[config.mk]
export PLATFORM = sky130hd
export DESIGN_NAME = mpeg_audio_header_decoder_core_flat
export DESIGN_NICKNAME = d
export VERILOG_FILES = /design/src/mad_pkg.sv /design/src/mad_if.sv /design/src/mad_decode.sv /design/src/mad_fdiv.sv /design/src/mad_tdiv.sv /design/src/mpeg_audio_header_decoder_core.sv /design/src/flat_wrapper.sv
export SDC_FILE = /design/constraint.sdc
export NUM_CORES = 2
export LEC_CHECK = 0
export BUFFER_PORTS_ARGS = -buffer_cell sky130_fd_sc_hd__clkbuf_2
export CORE_ASPECT_RATIO = 1.75
export CORE_UTILIZATION = 46
export DETAILED_ROUTE_END_ITERATION = 16
export HOLD_SLACK_MARGIN = 0.03
export PLACE_DENSITY = 0.66
export SYNTH_ARGS = -nofsm -noshare
export SYNTH_HDL_FRONTEND = slang
export SYNTH_SLANG_ARGS = --single-unit
[constraint.sdc]
create_clock -name i_clk -period 12.4 [get_ports i_clk]
set_input_delay 1.86 -clock i_clk [delete_from_list [all_inputs] [get_ports i_clk]]
set_output_delay 1.86 -clock i_clk [all_outputs]
set_load 0.02 [all_outputs]
[src/mad_pkg.sv]
// shared types, constants and lookup functions of the mpeg audio header decoder
package mad_pkg;

    localparam logic [10:0] SYNC_WORD = 11'h7ff;

    localparam logic [1:0] VER_MPEG25 = 2'b00;
    localparam logic [1:0] VER_RSV    = 2'b01;
    localparam logic [1:0] VER_MPEG2  = 2'b10;
    localparam logic [1:0] VER_MPEG1  = 2'b11;

    localparam logic [1:0] LAYER_RSV  = 2'b00;
    localparam logic [1:0] MODE_MONO  = 2'b11;
    localparam logic [1:0] SR_IDX_RSV = 2'b11;
    localparam logic [3:0] BR_IDX_FREE = 4'd0;
    localparam logic [3:0] BR_IDX_BAD  = 4'd15;

    localparam int FDIV_SHIFT = 24;
    localparam int TDIV_SHIFT = 20;

    localparam logic [8:0] KBPS_G0L1 [0:14] = '{9'd0, 9'd32, 9'd64, 9'd96, 9'd128, 9'd160,
        9'd192, 9'd224, 9'd256, 9'd288, 9'd320, 9'd352, 9'd384, 9'd416, 9'd448};
    localparam logic [8:0] KBPS_G0L2 [0:14] = '{9'd0, 9'd32, 9'd48, 9'd56, 9'd64, 9'd80,
        9'd96, 9'd112, 9'd128, 9'd160, 9'd192, 9'd224, 9'd256, 9'd320, 9'd384};
    localparam logic [8:0] KBPS_G0L3 [0:14] = '{9'd0, 9'd32, 9'd40, 9'd48, 9'd56, 9'd64,
        9'd80, 9'd96, 9'd112, 9'd128, 9'd160, 9'd192, 9'd224, 9'd256, 9'd320};
    localparam logic [8:0] KBPS_G1L1 [0:14] = '{9'd0, 9'd32, 9'd48, 9'd56, 9'd64, 9'd80,
        9'd96, 9'd112, 9'd128, 9'd144, 9'd160, 9'd176, 9'd192, 9'd224, 9'd256};
    localparam logic [8:0] KBPS_G1L23 [0:14] = '{9'd0, 9'd8, 9'd16, 9'd24, 9'd32, 9'd40,
        9'd48, 9'd56, 9'd64, 9'd80, 9'd96, 9'd112, 9'd128, 9'd144, 9'd160};

    typedef struct packed {
        logic        ok;
        logic [1:0]  chan;
        logic [15:0] sr;
        logic [18:0] br;
        logic        l1;
        logic        pad;
        logic [17:0] num;
        logic [24:0] rcp;
        logic [7:0]  dv;
        logic [5:0]  d8;
        logic [20:0] rc2;
    } t_s1;

    typedef struct packed {
        logic        ok;
        logic [1:0]  chan;
        logic [15:0] sr;
        logic [18:0] br;
        logic [11:0] fb;
        logic [5:0]  d8;
        logic [20:0] rc2;
    } t_s3;

    typedef struct packed {
        logic        header_ok;
        logic [1:0]  channel_count;
        logic [15:0] sample_rate_hz;
        logic [18:0] bit_rate_bps;
        logic [11:0] frame_bytes;
        logic [13:0] duration_ticks;
    } t_res;

    function automatic logic [8:0] kbps_lookup(input logic grp, input logic [1:0] lay,
                                              input logic [3:0] idx);
        logic [8:0] v;
        v = 9'd0;
        if (idx != BR_IDX_BAD) begin
            if (!grp) begin
                case (lay)
                    2'd0:    v = KBPS_G0L1[idx];
                    2'd1:    v = KBPS_G0L2[idx];
                    default: v = KBPS_G0L3[idx];
                endcase
            end else begin
                case (lay)
                    2'd0:    v = KBPS_G1L1[idx];
                    default: v = KBPS_G1L23[idx];
                endcase
            end
        end
        return v;
    endfunction

    // floor(2^20 / d) for every rate / 8 that occurs
    function automatic logic [20:0] recip20(input logic [5:0] d);
        logic [20:0] r;
        case (d)
            6'd1:    r = 21'd1048576;
            6'd2:    r = 21'd524288;
            6'd3:    r = 21'd349525;
            6'd4:    r = 21'd262144;
            6'd5:    r = 21'd209715;
            6'd6:    r = 21'd174762;
            6'd7:    r = 21'd149796;
            6'd8:    r = 21'd131072;
            6'd10:   r = 21'd104857;
            6'd12:   r = 21'd87381;
            6'd14:   r = 21'd74898;
            6'd16:   r = 21'd65536;
            6'd18:   r = 21'd58254;
            6'd20:   r = 21'd52428;
            6'd22:   r = 21'd47662;
            6'd24:   r = 21'd43690;
            6'd28:   r = 21'd37449;
            6'd32:   r = 21'd32768;
            6'd36:   r = 21'd29127;
            6'd40:   r = 21'd26214;
            6'd44:   r = 21'd23831;
            6'd48:   r = 21'd21845;
            6'd52:   r = 21'd20164;
            6'd56:   r = 21'd18724;
            default: r = 21'd0;
        endcase
        return r;
    endfunction

endpackage

[src/mad_if.sv]
// request channels of the mpeg audio header decoder
interface mad_hdr_if;
    logic        valid;
    logic        ready;
    logic [31:0] header_word;
    modport source (output valid, output header_word, input ready);
    modport sink (input valid, input header_word, output ready);
endinterface

interface mad_res_if;
    logic        valid;
    logic        ready;
    logic        header_ok;
    logic [1:0]  channel_count;
    logic [15:0] sample_rate_hz;
    logic [18:0] bit_rate_bps;
    logic [11:0] frame_bytes;
    logic [13:0] duration_ticks;
    modport source (output valid, output header_ok, output channel_count,
                    output sample_rate_hz, output bit_rate_bps, output frame_bytes,
                    output duration_ticks, input ready);
    modport sink (input valid, input header_ok, input channel_count,
                  input sample_rate_hz, input bit_rate_bps, input frame_bytes,
                  input duration_ticks, output ready);
endinterface

[src/mad_decode.sv]
// field decode, validity check and divider operand lookup
module mad_decode (
    input  logic          i_clk,
    input  logic          i_rst_n,
    input  logic          i_valid,
    output logic          o_ready,
    input  logic [31:0]   i_header_word,
    output logic          o_valid,
    input  logic          i_ready,
    output mad_pkg::t_s1  o_s1
);
    import mad_pkg::*;

    logic        r_vld;
    t_s1         r_s1;
    t_s1         n_s1;
    logic        w_en;
    logic [1:0]  w_ver;
    logic [1:0]  w_lb;
    logic [3:0]  w_bri;
    logic [1:0]  w_sri;
    logic [1:0]  w_lay;
    logic [1:0]  w_shift;
    logic        w_grp;
    logic        w_ok;
    logic [8:0]  w_kbps;
    logic [15:0] w_base;
    logic [7:0]  w_a;
    logic [18:0] w_num;

    assign w_en    = !r_vld || i_ready;
    assign o_ready = w_en;
    assign o_valid = r_vld;
    assign o_s1    = r_s1;

    assign w_ver = i_header_word[20:19];
    assign w_lb  = i_header_word[18:17];
    assign w_bri = i_header_word[15:12];
    assign w_sri = i_header_word[11:10];
    assign w_lay = 2'd3 - w_lb;

    always_comb begin
        case (w_ver)
            VER_MPEG1: begin w_grp = 1'b0; w_shift = 2'd0; end
            VER_MPEG2: begin w_grp = 1'b1; w_shift = 2'd1; end
            default:   begin w_grp = 1'b1; w_shift = 2'd2; end
        endcase
    end

    assign w_ok = (i_header_word[31:21] == SYNC_WORD) && (w_ver != VER_RSV)
                  && (w_lb != LAYER_RSV) && (w_bri != BR_IDX_BAD)
                  && (w_bri != BR_IDX_FREE) && (w_sri != SR_IDX_RSV);

    assign w_kbps = kbps_lookup(w_grp, w_lay, w_bri);

    always_comb begin
        n_s1 = '0;
        case (w_sri)
            2'd0:    w_base = 16'd44100;
            2'd1:    w_base = 16'd48000;
            default: w_base = 16'd32000;
        endcase
        // frame length = a * kbps * 2^shift / dv, per sample-rate family and layer
        case ({w_sri, w_lay == 2'd0})
            3'b001:  begin w_a = 8'd40;  n_s1.dv = 8'd147; n_s1.rcp = 25'd114130;   end
            3'b000:  begin w_a = 8'd160; n_s1.dv = 8'd49;  n_s1.rcp = 25'd342392;   end
            3'b011:  begin w_a = 8'd1;   n_s1.dv = 8'd4;   n_s1.rcp = 25'd4194304;  end
            3'b010:  begin w_a = 8'd3;   n_s1.dv = 8'd1;   n_s1.rcp = 25'd16777216; end
            3'b101:  begin w_a = 8'd3;   n_s1.dv = 8'd8;   n_s1.rcp = 25'd2097152;  end
            default: begin w_a = 8'd9;   n_s1.dv = 8'd2;   n_s1.rcp = 25'd8388608;  end
        endcase
        w_num = 19'({10'd0, w_a} * {10'd0, w_kbps}) << w_shift;
        n_s1.d8  = 6'd1;
        n_s1.rc2 = recip20(6'd1);
        if (w_ok) begin
            n_s1.ok   = 1'b1;
            n_s1.chan = (i_header_word[7:6] == MODE_MONO) ? 2'd1 : 2'd2;
            n_s1.sr   = w_base >> w_shift;
            n_s1.br   = 19'({10'd0, w_kbps} * 19'd1000);
            n_s1.l1   = (w_lay == 2'd0);
            n_s1.pad  = i_header_word[9];
            n_s1.num  = w_num[17:0];
            n_s1.d8   = w_kbps[8:3];
            n_s1.rc2  = recip20(w_kbps[8:3]);
        end
    end

    always_ff @(posedge i_clk) begin
        if (!i_rst_n) begin
            r_vld <= 1'b0;
        end else if (w_en) begin
            r_vld <= i_valid;
        end
    end

    always_ff @(posedge i_clk) begin
        if (w_en && i_valid) begin
            r_s1 <= n_s1;
        end
    end

endmodule

[src/mad_fdiv.sv]
// two-stage reciprocal divider for the frame length
module mad_fdiv (
    input  logic          i_clk,
    input  logic          i_rst_n,
    input  logic          i_valid,
    output logic          o_ready,
    input  mad_pkg::t_s1  i_s1,
    output logic          o_valid,
    input  logic          i_ready,
    output mad_pkg::t_s3  o_s3
);
    import mad_pkg::*;

    logic        r_vld2;
    logic        r_vld3;
    t_s1         r_s2;
    logic [42:0] r_prod;
    t_s3         r_s3;
    t_s3         n_s3;
    logic        w_en2;
    logic        w_en3;
    logic [17:0] w_q0;
    logic [25:0] w_rem;
    logic [17:0] w_q;
    logic [17:0] w_qp;

    assign w_en3   = !r_vld3 || i_ready;
    assign w_en2   = !r_vld2 || w_en3;
    assign o_ready = w_en2;
    assign o_valid = r_vld3;
    assign o_s3    = r_s3;

    assign w_q0  = r_prod[FDIV_SHIFT+17:FDIV_SHIFT];
    assign w_rem = {8'd0, r_s2.num} - 26'({8'd0, w_q0} * {18'd0, r_s2.dv});
    assign w_q   = w_q0 + ((w_rem >= {18'd0, r_s2.dv}) ? 18'd1 : 18'd0);
    assign w_qp  = w_q + {17'd0, r_s2.pad};

    always_comb begin
        n_s3.ok   = r_s2.ok;
        n_s3.chan = r_s2.chan;
        n_s3.sr   = r_s2.sr;
        n_s3.br   = r_s2.br;
        n_s3.d8   = r_s2.d8;
        n_s3.rc2  = r_s2.rc2;
        n_s3.fb   = r_s2.l1 ? {w_qp[9:0], 2'b00} : w_qp[11:0];
    end

    always_ff @(posedge i_clk) begin
        if (!i_rst_n) begin
            r_vld2 <= 1'b0;
            r_vld3 <= 1'b0;
        end else begin
            if (w_en2) r_vld2 <= i_valid;
            if (w_en3) r_vld3 <= r_vld2;
        end
    end

    always_ff @(posedge i_clk) begin
        if (w_en2 && i_valid) begin
            r_s2   <= i_s1;
            r_prod <= 43'({25'd0, i_s1.num} * {18'd0, i_s1.rcp});
        end
        if (w_en3 && r_vld2) begin
            r_s3 <= n_s3;
        end
    end

endmodule

[src/mad_tdiv.sv]
// three-stage reciprocal divider for the frame duration, last stage is the output register
module mad_tdiv (
    input  logic          i_clk,
    input  logic          i_rst_n,
    input  logic          i_valid,
    output logic          o_ready,
    input  mad_pkg::t_s3  i_s3,
    output logic          o_valid,
    input  logic          i_ready,
    output mad_pkg::t_res o_res
);
    import mad_pkg::*;

    logic        r_vld4;
    logic        r_vld5;
    logic        r_vld6;
    t_s3         r_s4;
    logic [17:0] r_n2;
    t_s3         r_s5;
    logic [17:0] r_n5;
    logic [38:0] r_prod;
    t_res        r_res;
    t_res        n_res;
    logic        w_en4;
    logic        w_en5;
    logic        w_en6;
    logic [17:0] w_q0;
    logic [23:0] w_rem;
    logic [17:0] w_q;

    assign w_en6   = !r_vld6 || i_ready;
    assign w_en5   = !r_vld5 || w_en6;
    assign w_en4   = !r_vld4 || w_en5;
    assign o_ready = w_en4;
    assign o_valid = r_vld6;
    assign o_res   = r_res;

    assign w_q0  = r_prod[TDIV_SHIFT+17:TDIV_SHIFT];
    assign w_rem = {6'd0, r_n5} - 24'({6'd0, w_q0} * {18'd0, r_s5.d8});
    assign w_q   = w_q0 + ((w_rem >= {18'd0, r_s5.d8}) ? 18'd1 : 18'd0);

    always_comb begin
        n_res.header_ok      = r_s5.ok;
        n_res.channel_count  = r_s5.chan;
        n_res.sample_rate_hz = r_s5.sr;
        n_res.bit_rate_bps   = r_s5.br;
        n_res.frame_bytes    = r_s5.fb;
        n_res.duration_ticks = w_q[13:0];
    end

    always_ff @(posedge i_clk) begin
        if (!i_rst_n) begin
            r_vld4 <= 1'b0;
            r_vld5 <= 1'b0;
            r_vld6 <= 1'b0;
        end else begin
            if (w_en4) r_vld4 <= i_valid;
            if (w_en5) r_vld5 <= r_vld4;
            if (w_en6) r_vld6 <= r_vld5;
        end
    end

    always_ff @(posedge i_clk) begin
        if (w_en4 && i_valid) begin
            r_s4 <= i_s3;
            r_n2 <= 18'({6'd0, i_s3.fb} * 18'd90);
        end
        if (w_en5 && r_vld4) begin
            r_s5   <= r_s4;
            r_n5   <= r_n2;
            r_prod <= 39'({21'd0, r_n2} * {18'd0, r_s4.rc2});
        end
        if (w_en6 && r_vld5) begin
            r_res <= n_res;
        end
    end

endmodule

[src/mpeg_audio_header_decoder_core.sv]
// top level of the mpeg audio frame header decoder
//
// i_hdr carries one 32-bit frame header per request, first byte in bits 31..24.
// o_res returns one result request per header, in order: header_ok, channel
// count, sample rate, bit rate, frame length in bytes and frame duration in
// 90 kHz ticks. an invalid header gives header_ok low and all other fields zero.
// from acceptance to o_res.valid a header passes six register stages:
// one decode stage, two of the frame length divider (reciprocal multiply, then
// remainder correction) and three of the duration divider (scale, reciprocal
// multiply, correction). throughput is one header per cycle unless o_res stalls;
// every stage has its own valid bit and takes a new request whenever it is empty
// or moving on. reset clears all valid bits; no request is in flight afterwards.
// when o_res.ready is low the result holds and the pipeline fills up behind
// it; i_hdr.ready drops once all six stages hold a request, nothing is lost.
module mpeg_audio_header_decoder_core (
    input  logic    i_clk,
    input  logic    i_rst_n,
    mad_hdr_if.sink   i_hdr,
    mad_res_if.source o_res
);
    import mad_pkg::*;

    logic w_v1;
    logic w_r1;
    t_s1  w_s1;
    logic w_v3;
    logic w_r3;
    t_s3  w_s3;
    t_res w_res;

    mad_decode u_decode (
        .i_clk         (i_clk),
        .i_rst_n       (i_rst_n),
        .i_valid       (i_hdr.valid),
        .o_ready       (i_hdr.ready),
        .i_header_word (i_hdr.header_word),
        .o_valid       (w_v1),
        .i_ready       (w_r1),
        .o_s1          (w_s1)
    );

    mad_fdiv u_fdiv (
        .i_clk   (i_clk),
        .i_rst_n (i_rst_n),
        .i_valid (w_v1),
        .o_ready (w_r1),
        .i_s1    (w_s1),
        .o_valid (w_v3),
        .i_ready (w_r3),
        .o_s3    (w_s3)
    );

    mad_tdiv u_tdiv (
        .i_clk   (i_clk),
        .i_rst_n (i_rst_n),
        .i_valid (w_v3),
        .o_ready (w_r3),
        .i_s3    (w_s3),
        .o_valid (o_res.valid),
        .i_ready (o_res.ready),
        .o_res   (w_res)
    );

    assign o_res.header_ok      = w_res.header_ok;
    assign o_res.channel_count  = w_res.channel_count;
    assign o_res.sample_rate_hz = w_res.sample_rate_hz;
    assign o_res.bit_rate_bps   = w_res.bit_rate_bps;
    assign o_res.frame_bytes    = w_res.frame_bytes;
    assign o_res.duration_ticks = w_res.duration_ticks;

`ifndef ASSERT_OFF
    a_reset_empty: assert property (@(posedge i_clk) !i_rst_n |=> !o_res.valid)
        else $error("result valid after reset");
    a_bad_zero: assert property (@(posedge i_clk) disable iff (!i_rst_n)
        o_res.valid && !o_res.header_ok |-> o_res.channel_count == 2'd0
        && o_res.sample_rate_hz == 16'd0 && o_res.bit_rate_bps == 19'd0
        && o_res.frame_bytes == 12'd0 && o_res.duration_ticks == 14'd0)
        else $error("invalid header with nonzero fields");
    a_good_fields: assert property (@(posedge i_clk) disable iff (!i_rst_n)
        o_res.valid && o_res.header_ok |-> o_res.channel_count != 2'd0
        && o_res.frame_bytes != 12'd0 && o_res.bit_rate_bps != 19'd0)
        else $error("valid header with empty fields");
`endif

endmodule

[src/flat_wrapper.sv]
// flat-port wrapper written by rule: the top's interface ports become plain ports
module mpeg_audio_header_decoder_core_flat import mad_pkg::*;
  (i_clk, i_rst_n, i_hdr_valid, i_hdr_header_word, i_hdr_ready, o_res_valid, o_res_header_ok, o_res_channel_count, o_res_sample_rate_hz, o_res_bit_rate_bps, o_res_frame_bytes, o_res_duration_ticks, o_res_ready);
  mad_hdr_if i_hdr_i ();
  mad_res_if o_res_i ();
  input  logic i_clk;
  input  logic i_rst_n;
  input wire logic [$bits(i_hdr_i.valid)-1:0] i_hdr_valid;
  input wire logic [$bits(i_hdr_i.header_word)-1:0] i_hdr_header_word;
  output wire logic [$bits(i_hdr_i.ready)-1:0] i_hdr_ready;
  output wire logic [$bits(o_res_i.valid)-1:0] o_res_valid;
  output wire logic [$bits(o_res_i.header_ok)-1:0] o_res_header_ok;
  output wire logic [$bits(o_res_i.channel_count)-1:0] o_res_channel_count;
  output wire logic [$bits(o_res_i.sample_rate_hz)-1:0] o_res_sample_rate_hz;
  output wire logic [$bits(o_res_i.bit_rate_bps)-1:0] o_res_bit_rate_bps;
  output wire logic [$bits(o_res_i.frame_bytes)-1:0] o_res_frame_bytes;
  output wire logic [$bits(o_res_i.duration_ticks)-1:0] o_res_duration_ticks;
  input wire logic [$bits(o_res_i.ready)-1:0] o_res_ready;
  assign i_hdr_i.valid = i_hdr_valid;
  assign i_hdr_i.header_word = i_hdr_header_word;
  assign i_hdr_ready = i_hdr_i.ready;
  assign o_res_valid = o_res_i.valid;
  assign o_res_header_ok = o_res_i.header_ok;
  assign o_res_channel_count = o_res_i.channel_count;
  assign o_res_sample_rate_hz = o_res_i.sample_rate_hz;
  assign o_res_bit_rate_bps = o_res_i.bit_rate_bps;
  assign o_res_frame_bytes = o_res_i.frame_bytes;
  assign o_res_duration_ticks = o_res_i.duration_ticks;
  assign o_res_i.ready = o_res_ready;
  mpeg_audio_header_decoder_core u_core (.i_clk(i_clk), .i_rst_n(i_rst_n), .i_hdr(i_hdr_i), .o_res(o_res_i));
endmodule
==> impl_results.md <==
- Core area: 106000 µm²
- CP Launch Type: flop
- Critical path type: reg2reg
- HP Class: reg2reg
- Synth Area per Inst: 10.7 µm²
- H-tree levels: 2
- Setup Buffers After CTS: 0
- Starting Density: 46.5%
- Post-CTS Hold Buffers: 0
- Layout fillers: 9617
- Layout net count: 5862
- Crit path from: u_core.u_fdiv.r_s2[28]$_DFFE_PP_
- Vias in the first global route: 35500
- CTS max path bufs: 3
- Setup Viol. Count Final: 0
- Distinct cells, synth: 92
- CP required: 12.73 ns
- Leading area contributor after synthesis: edfxtp_1
- Max stage delay cell, worst path: edfxtp_1
- Initial DRC count: 1265
- Total grt overflow: 0
- Setup TNS Final: 0 ns
- I/O pins: 102
- Vias per cell: 5.33
- Worst Skew: 0.0518 ns
- Vias: 32100
- CP Capture Type: flop
- Die W: 250 µm
- Initial antenna violation count: 1
- Primary FF master, synth: edfxtp_1
- Post-synthesis cell area: 49400 µm²
- Port Buffers: 87
- DIE AREA: 109000 µm²
- GRT Util Overall: 21.5%
- Final Hold Violating Endpoints: 0
- Reg2reg setup slack: 4.35 ns
- Tmin final: 8.05 ns
- Final WL: 113000 µm
- CTS root buf: clkbuf_16
- Top post-synthesis cells by count: 954 x inv_1, 690 x fa_1, 514 x ha_1
- Final period util: 64.9%
- Remaining DRCs: 0
- Outcome: complete, no violations
- Yosys top cell area share: 29.1%
- Clock Latency Late Sink: 0.65 ns
- Antenna-violating nets left: 0
- Cts repair resizes: 0
- F_max: 0.124 GHz
- CP max stage delay: 0.87 ns
- Layout cells sized above 1: 4.66%
- Worst-path clk slew: 0.07 ns
- First-pass GRT wire length: 183000 µm
- Layout area overhead: 6.67%
- Worst Tran Pin Value: 1.10 ns
- Slew HR: 26.7%
- Synthesis Warnings: 0
- Final count of pins violating max slew: 0
- Max cap viols: 0
- TritonCTS clock tree: yes
- Data arrival, critical path: 8.38 ns
- Reg2reg path depth: 28
- WL per Instance: 18.7 µm
- Most common cell in the netlist: inv_1
- Register area share after synthesis: 29.4%
- Yosys reg bits: 485
- Row cnt: 158
- Die Y: 435 µm
- Synth top area cells: edfxtp_1 29%, fa_1 28%, ha_1 13%
- Hold Path Origin: u_core.u_fdiv.o_s3[23]$_DFFE_PP_
- Unrepaired setup endpoints after global routing: no
- Post-synth EDFFs: 479
- Fraction of registers with async set/reset: 0%
- Clock Sinks: 485
- Reg-to-Reg Start: u_core.u_fdiv.r_s2[28]$_DFFE_PP_
- Hold Crit Depth: 0
- TritonCTS buffer count: 49
- Largest net degree at the start of global routing: 85
- Post-Synthesis Cells: 4628
- RD Place Congestion: 0.955
- Pre-antenna DRT Iters: 5
- HPWL after detailed placement: 90800 µm
- CP Max Fanout: 18
## registers in the layout (all words and copies together), names as in the netlist, 6 cells and up
register              flops
u_core.u_tdiv.r_s5        6
u_core.u_tdiv.r_n5       15
u_core.u_fdiv.r_s2       24
u_core.u_fdiv.r_prod     18
u_core.u_tdiv.r_prod     18
u_core.u_tdiv.n_res      43
u_core.u_fdiv.n_s3       58
u_core.u_tdiv.r_n2       15
u_core.u_tdiv.o_res      58
u_core.u_decode.o_s1     84
u_core.u_tdiv.r_s4       70
u_core.u_fdiv.o_s3       70
## stage by stage
| stage | instance area [µm²] | setup slack (ns) | cells | util, % | hold slack, ns |
|---|---|---|---|---|---|
| after floorplan | 49400 | 2.08 | 4634 | - | 0.400 |
| after global placement | 51000 | 4.51 | 5931 | 48.0 | 0.401 |
| after detailed placement | 51000 | 4.32 | 5931 | 48.0 | 0.405 |
| after CTS | 52600 | 4.31 | 6020 | 49.6 | 0.399 |
| after global routing | 52600 | 3.93 | 6021 | 49.6 | 0.400 |
| final | 52600 | 4.35 | 6021 | 49.6 | 0.383 |
## cells by family (layout without fill, tap and decap cells)
group	after synthesis	count (layout)	synth area share, %
AOI/OAI and AO/OA	469	469	6.37
xor gates and xnor gates	120	120	2.13
buffers and inverters	1125	1151	8.68
muxes	34	34	0.705
and+or+nand+nor	1190	1190	11.7
DFF	485	485	29.4
adders and majority gates	1204	1204	41.0
other	1	8	0.00760
## placed cells by master (no fill, tap or decap), types with 12 or more instances in the layout
cell,netlist,final
o211ai_1,18,18
nand2_1,489,489
nor2_1,165,165
nor2b_1,25,22
a21o_1,40,40
inv_1,954,954
a211oi_1,27,27
buf_4,6,14
o21ai_0,65,65
clkbuf_16,0,49
nand3_1,47,46
nand2b_1,17,17
edfxtp_1,479,479
and2_1,314,314
fa_1,690,690
nor3_1,40,40
and3_1,26,26
o21bai_1,15,15
a21oi_1,138,138
nand4_1,14,14
a31oi_1,18,17
clkbuf_2,0,87
o21a_1,25,25
ha_1,514,514
clkinv_1,3,12
o22ai_1,14,14
xnor2_1,83,83
mux2i_1,28,28
xor2_1,37,37
## path summary, 6_finish.rpt
path                                                    endpoint
worst max register to register  u_core.u_fdiv.o_s3[35]$_DFFE_PP_
worst max-delay path            u_core.u_fdiv.o_s3[35]$_DFFE_PP_
worst min-delay path            u_core.u_tdiv.r_s4[23]$_DFFE_PP_
worst min register to register  u_core.u_tdiv.r_s4[23]$_DFFE_PP_
## critical path: cells and delay by family (launching register included)
family                     cells  cell delay [ns]
buffers and inverters          2             0.29
AOI/OAI and AO/OA              6             0.94
DFF                            1             0.87
adders and majority gates      8             3.17
and+or+nand+nor               12             2.47
## per-layer routing
| layer | track usage (%) | part of all wire [%] | vias up |
|---|---|---|---|
| met5 | 0 | 0 | - |
| met4 | 13.8 | 6.9 | 0 |
| met1 | 20.9 | 34 | 16300 |
| met2 | 42.6 | 56 | 718 |
| li1 | - | - | 14800 |
| met3 | 2.10 | 3.1 | 351 |
## layout make-up
class                           count  area (µm²)  share of cell area [%]
Multi-Input combinational cell   3024       30700                    58.2
Sequential cell                   485       14500                    27.6
Inverter                          961        3610                    6.85
Tap cell                         1360        1700                    3.23
Clock buffer                       54        1240                    2.36
Timing Repair Buffer              101         541                    1.03
Clock inverter                     35         390                   0.742
Antenna cell                        1        2.50                 0.00475
Power is left out: the tool's default activity adds up to more than one toggle a clock period on the data nets, which glitch-free logic cannot reach.
